$ cat src/hw/rtl/mmf_pkg.sv
// shared types and constants for the fixed-point matrix multiplier
package mmf_pkg;

  localparam int CMD_W   = 2;
  localparam int IDX_W   = 3;
  localparam int VALUE_W = 16;
  localparam int ACC_W   = 36;
  localparam int CFG_W   = 4;
  localparam int CFG_IDX_W = 2;

  // item commands
  localparam logic [CMD_W-1:0] CMD_LOAD_A = 2'd0;
  localparam logic [CMD_W-1:0] CMD_LOAD_B = 2'd1;
  localparam logic [CMD_W-1:0] CMD_MULT   = 2'd2;

  // configuration register indexes
  localparam logic [CFG_IDX_W-1:0] REG_ROWS_A = 2'd0;
  localparam logic [CFG_IDX_W-1:0] REG_COLS_A = 2'd1;
  localparam logic [CFG_IDX_W-1:0] REG_ROWS_B = 2'd2;
  localparam logic [CFG_IDX_W-1:0] REG_COLS_B = 2'd3;

  localparam logic [CFG_W-1:0] CFG_RESET = 4'd8;

  typedef struct packed {
    logic [CMD_W-1:0]          cmd;
    logic [IDX_W-1:0]          row;
    logic [IDX_W-1:0]          col;
    logic signed [VALUE_W-1:0] value;
  } mmf_in_t;

  typedef struct packed {
    logic [IDX_W-1:0]        out_row;
    logic [IDX_W-1:0]        out_col;
    logic signed [ACC_W-1:0] product;
    logic                    last;
    logic                    dims_error;
  } mmf_out_t;

  // per-cycle control broadcast to every mac cell
  typedef struct packed {
    logic mul_en;
    logic acc_en;
    logic acc_first;
    logic shift_en;
  } mmf_cell_ctl_t;

endpackage

$ cat src/hw/rtl/mmf_mac_cell.sv
// one multiply-accumulate cell of the output-row chain
module mmf_mac_cell #(
  parameter int ELEM_WIDTH = 16
) (
  input  logic                          clk,
  input  mmf_pkg::mmf_cell_ctl_t        ctl,
  input  logic signed [ELEM_WIDTH-1:0]  a,
  input  logic signed [ELEM_WIDTH-1:0]  b,
  input  logic signed [mmf_pkg::ACC_W-1:0] shift_in,
  output logic signed [mmf_pkg::ACC_W-1:0] acc_out
);
  import mmf_pkg::*;

  localparam int PROD_W = 2 * ELEM_WIDTH;

  logic signed [PROD_W-1:0] prod_r;
  logic signed [ACC_W-1:0]  acc_r;
  logic signed [ACC_W-1:0]  prod_ext;

  // sign-extend, then wrap to the accumulator width
  assign prod_ext = ACC_W'(64'(prod_r));

  always_ff @(posedge clk) begin
    if (ctl.mul_en) begin
      prod_r <= a * b;
    end
    if (ctl.shift_en) begin
      acc_r <= shift_in;
    end else if (ctl.acc_en) begin
      acc_r <= ctl.acc_first ? prod_ext : acc_r + prod_ext;
    end
  end

  assign acc_out = acc_r;

endmodule

$ cat config.mk
export PLATFORM = sky130hd
export DESIGN_NAME = mmf_mac_cell
export DESIGN_NICKNAME = d
export VERILOG_FILES = /design/src/hw/rtl/mmf_pkg.sv /design/src/hw/rtl/mmf_mac_cell.sv
export SDC_FILE = /design/constraint.sdc
export NUM_CORES = 1
export LEC_CHECK = 0
export CORE_MARGIN = 8
export CORE_UTILIZATION = 65
export DETAILED_ROUTE_END_ITERATION = 10
export DONT_BUFFER_PORTS = 1
export PLACE_DENSITY = 0.77
export SKIP_CTS_REPAIR_TIMING = 1
export SLEW_MARGIN = 10
export SYNTH_ARGS = -nofsm -noshare
export SYNTH_HDL_FRONTEND = slang
export SYNTH_SLANG_ARGS = --single-unit
$ cat constraint.sdc
create_clock -name clk -period 6.9 [get_ports clk]
set_input_delay 0.69 -clock clk [delete_from_list [all_inputs] [get_ports clk]]
set_output_delay 0.69 -clock clk [all_outputs]
set_load 0.01 [all_outputs]
==> results.toml <==
[drt]
met3_length_um = 2960
detail-route-antenna-nets = 0
wl_met2_um = 14300
vias = 10100
highest_layer = "met4"
routed_wirelength_um = 31600
vias_per_cell = 5.69
drt-pass1-iter-count = 5
drt_iter0_drc = 684
drc = 0
wl_per_cell_um = 17.8
drt-met1-wl_um = 14000

[global_routing]
grt_max_degree = 63
track_usage_pct = 24.3
antenna_found_initial = 0
grt-ovfl-total = 0
grt_pass1_wl_um = 52600
grt_pass1_vias = 10600

[placement]
gp_congestion = 0.911
dp_cells = 1761
place_hpwl_um = 26200
port_buffers = 0

[setup_path]
critPathLaunch = "a[7]"
cp_max_fo = 16
crit_path_top_delay_cell = "fa_1"
cp.arrival_ns = 6.28
crit_type = "in2reg"
cp_slowest_stage_delay_ns = 0.55
crit_chain = "and2_1, fa_1, inv_1, fa_1, fa_1, fa_1, inv_1, fa_1, inv_1, fa_1, inv_1, ha_1, a21oi_1, o21bai_1, a21o_1, o22ai_1, a311oi_1, o221ai_1, a21oi_1, a211o_1, a21oi_1, xnor2_1"
required_ns = 7.00
endpoint_kind = "register"
r2r-start = "acc_out[0]"
cp-start-kind = "input pin"
cp_common_cell = "fa_1"

[sta]
fin_hold_ws_ns = 0.454
fin_skew_ns = 0.00723
tightest_slew_ns = 0.897
rsz0062_at_grt = "no"
slew_headroom_pct = 40.2
max_freq_ghz = 0.162
finalSetupViolations = 0
setup_tns_ns = 0
min_period_ns = 6.19
min_period_over_period_pct = 89.7
maxSlewViolCount = 0
final_hold_viol_count = 0

[synthesis]
synth_cell_types = 65
ys_seq_elements = 68
postSynthAreaPerCell_um2 = 9.40
synth_edf_count = 68
syn-num-nets = 1980
synth.top_cells.by_count = "319 x inv_1, 263 x fa_1, 168 x nand2_1"
yosys_most_used_dff = "edfxtp_1"
synth_most_common_cell = "inv_1"
syn_area_mm2 = 0.0144
yosys_warnings = 0
synth_top_area_cell = "fa_1"
synthTopCellsByArea = "fa_1 37%, edfxtp_1 14%, ha_1 10%, inv_1 8.3%, and2_1 5.4%"
synth_seq_area_share_pct = 14.2
yosysTopAreaCellShare_pct = 36.7
synthArstFlopShare_pct = 0
postSynthCellCount = 1527

[cells_and_area]
antennaDiodeCount = 0
drive_above_1_share_pct = 2.54
syn2layout_area_growth_pct = 3.43
nets = 1945
final_cells = 1777

[floorplan]
rows = 54
io_pins = 109
coreArea_mm2 = 0.0218
fp.dieH_um = 165
dieArea_mm2 = 0.0271
initial_core_util_pct = 66.0
dieWidth_um = 165

[clock_network]
cts_root_buffer = "clkbuf_16"
htree_levels = 3
cts_sinks = 68
cts_buffers = 9
cts.clk_slew.worst_paths_ns = 0.06
clk_latency_ns = 0.34
cts_max_path_buffers = 2
cts_tree = "yes"

[outcome]
status = "finished, final reports clean"

[min_path]
min_from = "ctl[3]"
hold_class = "in2reg"

[flow_run]
drv_cap = 0
==> kinds of logic after synthesis <==
kind of cell / synth area share (%)
DFF: 14.2
AOI/OAI and AO/OA: 10.3
and+or+nand+nor: 14.6
buffers and inverters: 9.62
adders and majority gates: 46.9
muxes: 0.741
xor gates and xnor gates: 3.66
==> cells in the final DEF (no fill, tap or decap), types with 5 or more instances in the layout <==
master,instances
mux2i_1,5
clkbuf_16,9
nor2_1,44
inv_1,319
o21a_1,25
nor3_1,16
fa_1,263
xnor2_1,39
a21oi_1,56
o21ai_0,40
o211ai_1,19
edfxtp_1,68
or2_2,5
a31oi_1,8
nor2b_1,13
ha_1,117
a211o_1,5
nand2_1,168
and3_1,6
a21o_1,19
nand3_1,12
mux2_2,5
and2_1,124
a211oi_1,8
nand2b_1,16
xor2_1,21
==> layer usage <==
| layer | vias up | global-route usage, % |
|---|---|---|
| li1 | 4739 | - |
| met1 | 4985 | 33.3 |
| met2 | 365 | 39.3 |
| met3 | 27 | 4.99 |
| met4 | 0 | 5.86 |
| met5 | - | 0 |
==> sequential cells by signal, indices dropped and copies added (netlist names) <==
register  flops
prod_r       32
acc_out      36
==> worst paths after layout <==
path / endpoint / slack (ns) / depth (start not counted)
setup / recovery: prod_r[30] / 0.71 / 22
hold / removal: prod_r[4] / 0.45 / 0
setup reg to reg: acc_out[34] / 3.28 / 13
hold reg to reg: acc_out[28] / 0.63 / 2
==> metrics by stage <==
stage | area [um2] | setup slack, ns | utilization (%)
2_1_floorplan | 14400 | 0.532 | -
3_3_place_gp | 14500 | 0.500 | 66.8
3_5_place_dp | 14500 | 0.401 | 66.8
4_1_cts | 14800 | 0.760 | 68.2
5_1_grt | 14800 | 0.406 | 68.2
6_report | 14800 | 0.714 | 68.2
==> area by class of cell <==
cell class	instances	area, um2
flip-flops and latches	68	2040
fillers	1732	6910
clock buffers	9	225
inverters	320	1200
clock inverters	7	81.3
well taps	280	350
repair buffers	2	15.0
multi-input cells	1091	10900
==> worst max-delay path: cells and delay by family <==
family                     cells  cell delay, ns
adders and majority gates      7            3.35
AOI/OAI and AO/OA              9            1.75
and+or+nand+nor                1            0.16
xor gates and xnor gates       1            0.12
buffers and inverters          4            0.19
Power is left out: the tool's default activity adds up to more than one toggle a clock period on the data nets, which glitch-free logic cannot reach.
