`src/hw/rtl/mmf_pkg.sv`:
```
// shared types and constants for the fixed-point matrix multiplier
package mmf_pkg;

  localparam int CMD_W   = 2;
  localparam int IDX_W   = 3;
  localparam int VALUE_W = 16;
  localparam int ACC_W   = 36;
  localparam int CFG_W   = 4;
  localparam int CFG_IDX_W = 2;

  // item commands
  localparam logic [CMD_W-1:0] CMD_LOAD_A = 2'd0;
  localparam logic [CMD_W-1:0] CMD_LOAD_B = 2'd1;
  localparam logic [CMD_W-1:0] CMD_MULT   = 2'd2;

  // configuration register indexes
  localparam logic [CFG_IDX_W-1:0] REG_ROWS_A = 2'd0;
  localparam logic [CFG_IDX_W-1:0] REG_COLS_A = 2'd1;
  localparam logic [CFG_IDX_W-1:0] REG_ROWS_B = 2'd2;
  localparam logic [CFG_IDX_W-1:0] REG_COLS_B = 2'd3;

  localparam logic [CFG_W-1:0] CFG_RESET = 4'd8;

  typedef struct packed {
    logic [CMD_W-1:0]          cmd;
    logic [IDX_W-1:0]          row;
    logic [IDX_W-1:0]          col;
    logic signed [VALUE_W-1:0] value;
  } mmf_in_t;

  typedef struct packed {
    logic [IDX_W-1:0]        out_row;
    logic [IDX_W-1:0]        out_col;
    logic signed [ACC_W-1:0] product;
    logic                    last;
    logic                    dims_error;
  } mmf_out_t;

  // per-cycle control broadcast to every mac cell
  typedef struct packed {
    logic mul_en;
    logic acc_en;
    logic acc_first;
    logic shift_en;
  } mmf_cell_ctl_t;

endpackage

```
`src/hw/rtl/mmf_stores.sv`:
```
// element stores for both matrices with per-entry valid bits
module mmf_stores #(
  parameter int MAX_DIM    = 8,
  parameter int ELEM_WIDTH = 16,
  parameter int DIM_W      = 3
) (
  input  logic                                clk,
  input  logic                                rst_n,
  input  logic                                wr_a,
  input  logic                                wr_b,
  input  logic [DIM_W-1:0]                    wr_row,
  input  logic [DIM_W-1:0]                    wr_col,
  input  logic [ELEM_WIDTH-1:0]               wr_val,
  input  logic [DIM_W-1:0]                    rd_row,
  input  logic [DIM_W-1:0]                    rd_k,
  output logic [ELEM_WIDTH-1:0]               a_elem,
  output logic [MAX_DIM-1:0][ELEM_WIDTH-1:0]  b_row
);
  import mmf_pkg::*;

  localparam int DEPTH  = MAX_DIM * MAX_DIM;
  localparam int ADDR_W = $clog2(DEPTH);

  logic [ELEM_WIDTH-1:0]              a_mem [DEPTH];
  logic [MAX_DIM-1:0][ELEM_WIDTH-1:0] b_mem [MAX_DIM];
  logic [DEPTH-1:0]                   a_vld_r;
  logic [MAX_DIM-1:0]                 b_vld_r [MAX_DIM];

  logic [ELEM_WIDTH-1:0]              a_rd_r;
  logic                               a_hit_r;
  logic [MAX_DIM-1:0][ELEM_WIDTH-1:0] b_rd_r;
  logic [MAX_DIM-1:0]                 b_hit_r;

  logic [ADDR_W-1:0] wr_addr;
  logic [ADDR_W-1:0] rd_addr;

  assign wr_addr = ADDR_W'(wr_row * MAX_DIM) + ADDR_W'(wr_col);
  assign rd_addr = ADDR_W'(rd_row * MAX_DIM) + ADDR_W'(rd_k);

  // valid bits: an entry never written reads as zero
  always_ff @(posedge clk) begin
    if (!rst_n) begin
      a_vld_r <= '0;
      for (int r = 0; r < MAX_DIM; r++) begin
        b_vld_r[r] <= '0;
      end
    end else begin
      if (wr_a) begin
        a_vld_r[wr_addr] <= 1'b1;
      end
      if (wr_b) begin
        b_vld_r[wr_row][wr_col] <= 1'b1;
      end
    end
  end

  always_ff @(posedge clk) begin
    if (wr_a) begin
      a_mem[wr_addr] <= wr_val;
    end
    if (wr_b) begin
      b_mem[wr_row][wr_col] <= wr_val;
    end
    a_rd_r  <= a_mem[rd_addr];
    a_hit_r <= a_vld_r[rd_addr];
    b_rd_r  <= b_mem[rd_k];
    b_hit_r <= b_vld_r[rd_k];
  end

  assign a_elem = a_hit_r ? a_rd_r : '0;

  always_comb begin
    for (int j = 0; j < MAX_DIM; j++) begin
      b_row[j] = b_hit_r[j] ? b_rd_r[j] : '0;
    end
  end

endmodule

```
`config.mk`:
```
export PLATFORM = sky130hd
export DESIGN_NAME = mmf_stores
export DESIGN_NICKNAME = d
export VERILOG_FILES = /design/src/hw/rtl/mmf_pkg.sv /design/src/hw/rtl/mmf_stores.sv
export SDC_FILE = /design/constraint.sdc
export NUM_CORES = 2
export LEC_CHECK = 0
export BUFFER_PORTS_ARGS = -buffer_cell sky130_fd_sc_hd__clkbuf_2
export CORE_ASPECT_RATIO = 1.75
export CORE_MARGIN = 5
export CORE_UTILIZATION = 50
export CTS_CLUSTER_DIAMETER = 200
export DETAILED_ROUTE_END_ITERATION = 8
export PLACE_DENSITY = 0.77
export SKIP_CTS_REPAIR_TIMING = 1
export SKIP_LAST_GASP = 1
export SLEW_MARGIN = 20
export SYNTH_ARGS = -nofsm -noshare
export SYNTH_HDL_FRONTEND = slang
export SYNTH_SLANG_ARGS = --single-unit
```
`constraint.sdc`:
```
create_clock -name clk -period 3.1 [get_ports clk]
set_clock_uncertainty 0.2 [all_clocks]
set_input_delay 0.465 -clock clk [delete_from_list [all_inputs] [get_ports clk]]
set_output_delay 0.465 -clock clk [all_outputs]
set_load 0.01 [all_outputs]
```
==> reports/summary.txt <==
Status - finished, final reports clean
Drt first pass iters - 5
# fillers - 12,070
GRT Util Overall - 0.2214
Num CTS Buffers - 190
Met3 global-route usage - 0.03223
Netlist cell types - 43
Sw Pwr - 12.70 mW
Warnings, synthesis - 0
WP data arrival - 2.14 ns
Clock network power share - 0.398
Unrepaired setup endpoints after global routing - false
Mapped Nets - 3,994
Die Y - 560.9 um
Most frequent cells in the layout - 2,048 x edfxtp_1, 514 x mux4_2, 287 x buf_4, 281 x dfxtp_1, 195 x clkbuf_16
Core footprint - 172,900 sq um
Vias in the first global route - 43,530
Register share of total power - 0.554
Root Buffer - clkbuf_16
Pin count of the biggest net entering global routing - 129
Commonest non-fill, non-tap cell in the layout - edfxtp_1
# port buffers - 175
Die span in x - 324.8 um
Max Slew Vio Count - 0
Worst-path clk slew - 0.07 ns
DR vias - 41,920
Top cell type's share of synthesized area - 0.7092
Slew HR - 0.3556
PwrDens - 631.4 nW/um^2
H-tree levels - 4
Met1 usage - 0.2723
Met2 Track Usage GR - 0.3936
First-pass GRT wire length - 298,500 um
Initial core utilization - 0.5016
# clock sinks - 2,329
Area Growth Syn to Fin - 14.07%
Max clock buf depth - 4
Worst Path Required - 2.43 ns
Top cell type by total area after synthesis - edfxtp_1
I/O pin cnt - 176
Sw Share - 0.2033
Setup crit end kind - output port
Dpl ws - 0.1552 ns
Synth area leaders - edfxtp_1 71%, mux4_2 13%, dfxtp_1 6.5%
Mapped Cells - 3,962
Peak supply drop - 0.3942 mV
Initial antenna violation count - 10
Startpoint types - flip-flop
DR WL/cell - 29.63 um
GR peak layer - met2
Clock latency at the later pin of the worst-skew pair - 0.83 ns
Synth Cell Area - 86,720 sq um
Final core utilization - 0.5722
Setup tns final - 0 ns
Tightest Hold Check Type - input port to flip-flop
Number of synthesized flops with an enable pin - 2,048
Ys flop type - edfxtp_1
Min Tclk post-route - 2.805 ns
Max Cap Viol - 0
Grt ovf - 0
Die area - 182,200 sq um
Comb pwr share - 0.048
Detailed-route DRC error count - 0
Int Pwr - 49.76 mW
DRT iter0 DRCs - 4,808
Rows - 202
Setup violators final - 0
Post-DP HPWL - 122,800 um
Routability Congestion - 0.8820
Worst setup slack after layout - 0.2948 ns
Async S/R FF share, synth - 0
TritonCTS clock tree - done
Peak Freq - 356.5 MHz
Final net count - 4,485
Slew @ Worst Pin - 0.9666 ns
Leakage - 32.38 nW
Number of nets with antenna violations after routing - 0
Vias/cell - 6.117
Worst Path Max Fanout - 16
Mean Syn Cell Area - 21.89 sq um
Sequential share of the synthesized area - 0.7740
Yosys reg bits - 2,329
Crit Path Category - flip-flop to output port
Crit share post-route - 0.9049
Hold Fails Final Rpt - 0
Share of cells above drive strength 1 - 0.3273
Final wirelength - 203,100 um
## cell families after synthesis
family                 count (synthesis)  synth area share
multiplexers                         739            0.1647
buffers and inverters                219           0.01433
flip-flops                          2329            0.7740
AO/OA/AOI/OAI                        286           0.02417
AND/OR/NAND/NOR                      389           0.02281
## path summary, 6_finish.rpt
check / start / endpoint / slack, ns / cells past startpoint
max: b_hit_r[6]$_DFF_P_ / b_row[97] / 0.29 / 2
min: wr_val[3] / b_mem[7][35]$_DFFE_PP_ / 0.009 / 1
max reg2reg: a_mem[58][2]$_DFFE_PP_ / a_rd_r[2]$_DFF_P_ / 0.82 / 5
min reg2reg: b_vld_r[2][0]$_DFF_P_ / b_vld_r[2][0]$_DFF_P_ / 0.26 / 1
## metal layers
metal | part of all wire | routed length (um) | up-vias
met3 | 0.072 | 14580 | 426
met4 | 0.051 | 10310 | 6
met1 | 0.35 | 70710 | 22170
li1 | - | - | 17280
met2 | 0.53 | 107400 | 2035
met5 | 0.00018 | 37 | -
## stage by stage
stage          hold WS (ns)  area [sq um]  instances  power (mW)
2_1_floorplan        0.2354         86720       3962       36.82
3_3_place_gp         0.2405         92380       6496       38.19
3_5_place_dp         0.2476         92380       6496       38.27
4_1_cts             -0.1018         98830       6839       62.78
5_1_grt            0.005468         98920       6849       64.30
6_report           0.009408         98930       6852       62.46
## final cells by class
type | instances | area, sq um | share of cell area
flip-flops and latches | 2329 | 67120 | 0.6785
multi-input cells | 1414 | 18400 | 0.1860
clock buffers | 245 | 5248 | 0.05304
repair buffers | 505 | 4086 | 0.04131
well taps | 2244 | 2808 | 0.02838
clock inverters | 98 | 1199 | 0.01212
inverters | 13 | 48.80 | 0.0004933
diodes | 4 | 10.01 | 0.0001012
## critical path, stage by stage (launching register included)
cell	delay, ns
dfxtp_1	0.75
and2_1	0.38
clkbuf_2	0.20
## registers in the layout, summed over array words and instances (netlist names)
register and cells:
b_mem 1024, b_hit_r 8, b_vld_r 64, b_rd_r 128
a_hit_r 1, a_vld_r 64, a_rd_r 16, a_mem 1024
## cells in the mapped netlist (all sizes together) (6+ instances only)
cell type  number
inv            13
mux2          180
a22oi          22
nand2          28
o22ai          44
o21a          128
nor2b           7
nor2          150
a22o           16
mux4          528
dfxtp         281
mux2i          31
a221oi         16
nor3           10
nand3          15
o21ai           6
nand2b          8
edfxtp       2048
buf            99
clkbuf        107
and2          147
a21oi          25
nand3b          9
o221ai         13
## power groups by stage
stage / Sequential (mW) / Combinational (mW) / Clock (mW)
floorplan: 35.2 / 1.63 / 0
global placement: 35.3 / 2.91 / 0
detailed placement: 35.3 / 2.97 / 0
CTS: 34.6 / 3.00 / 25.2
global route: 34.6 / 3.14 / 26.5
finish: 34.6 / 2.99 / 24.9
Power figures use the tool's default switching activity.
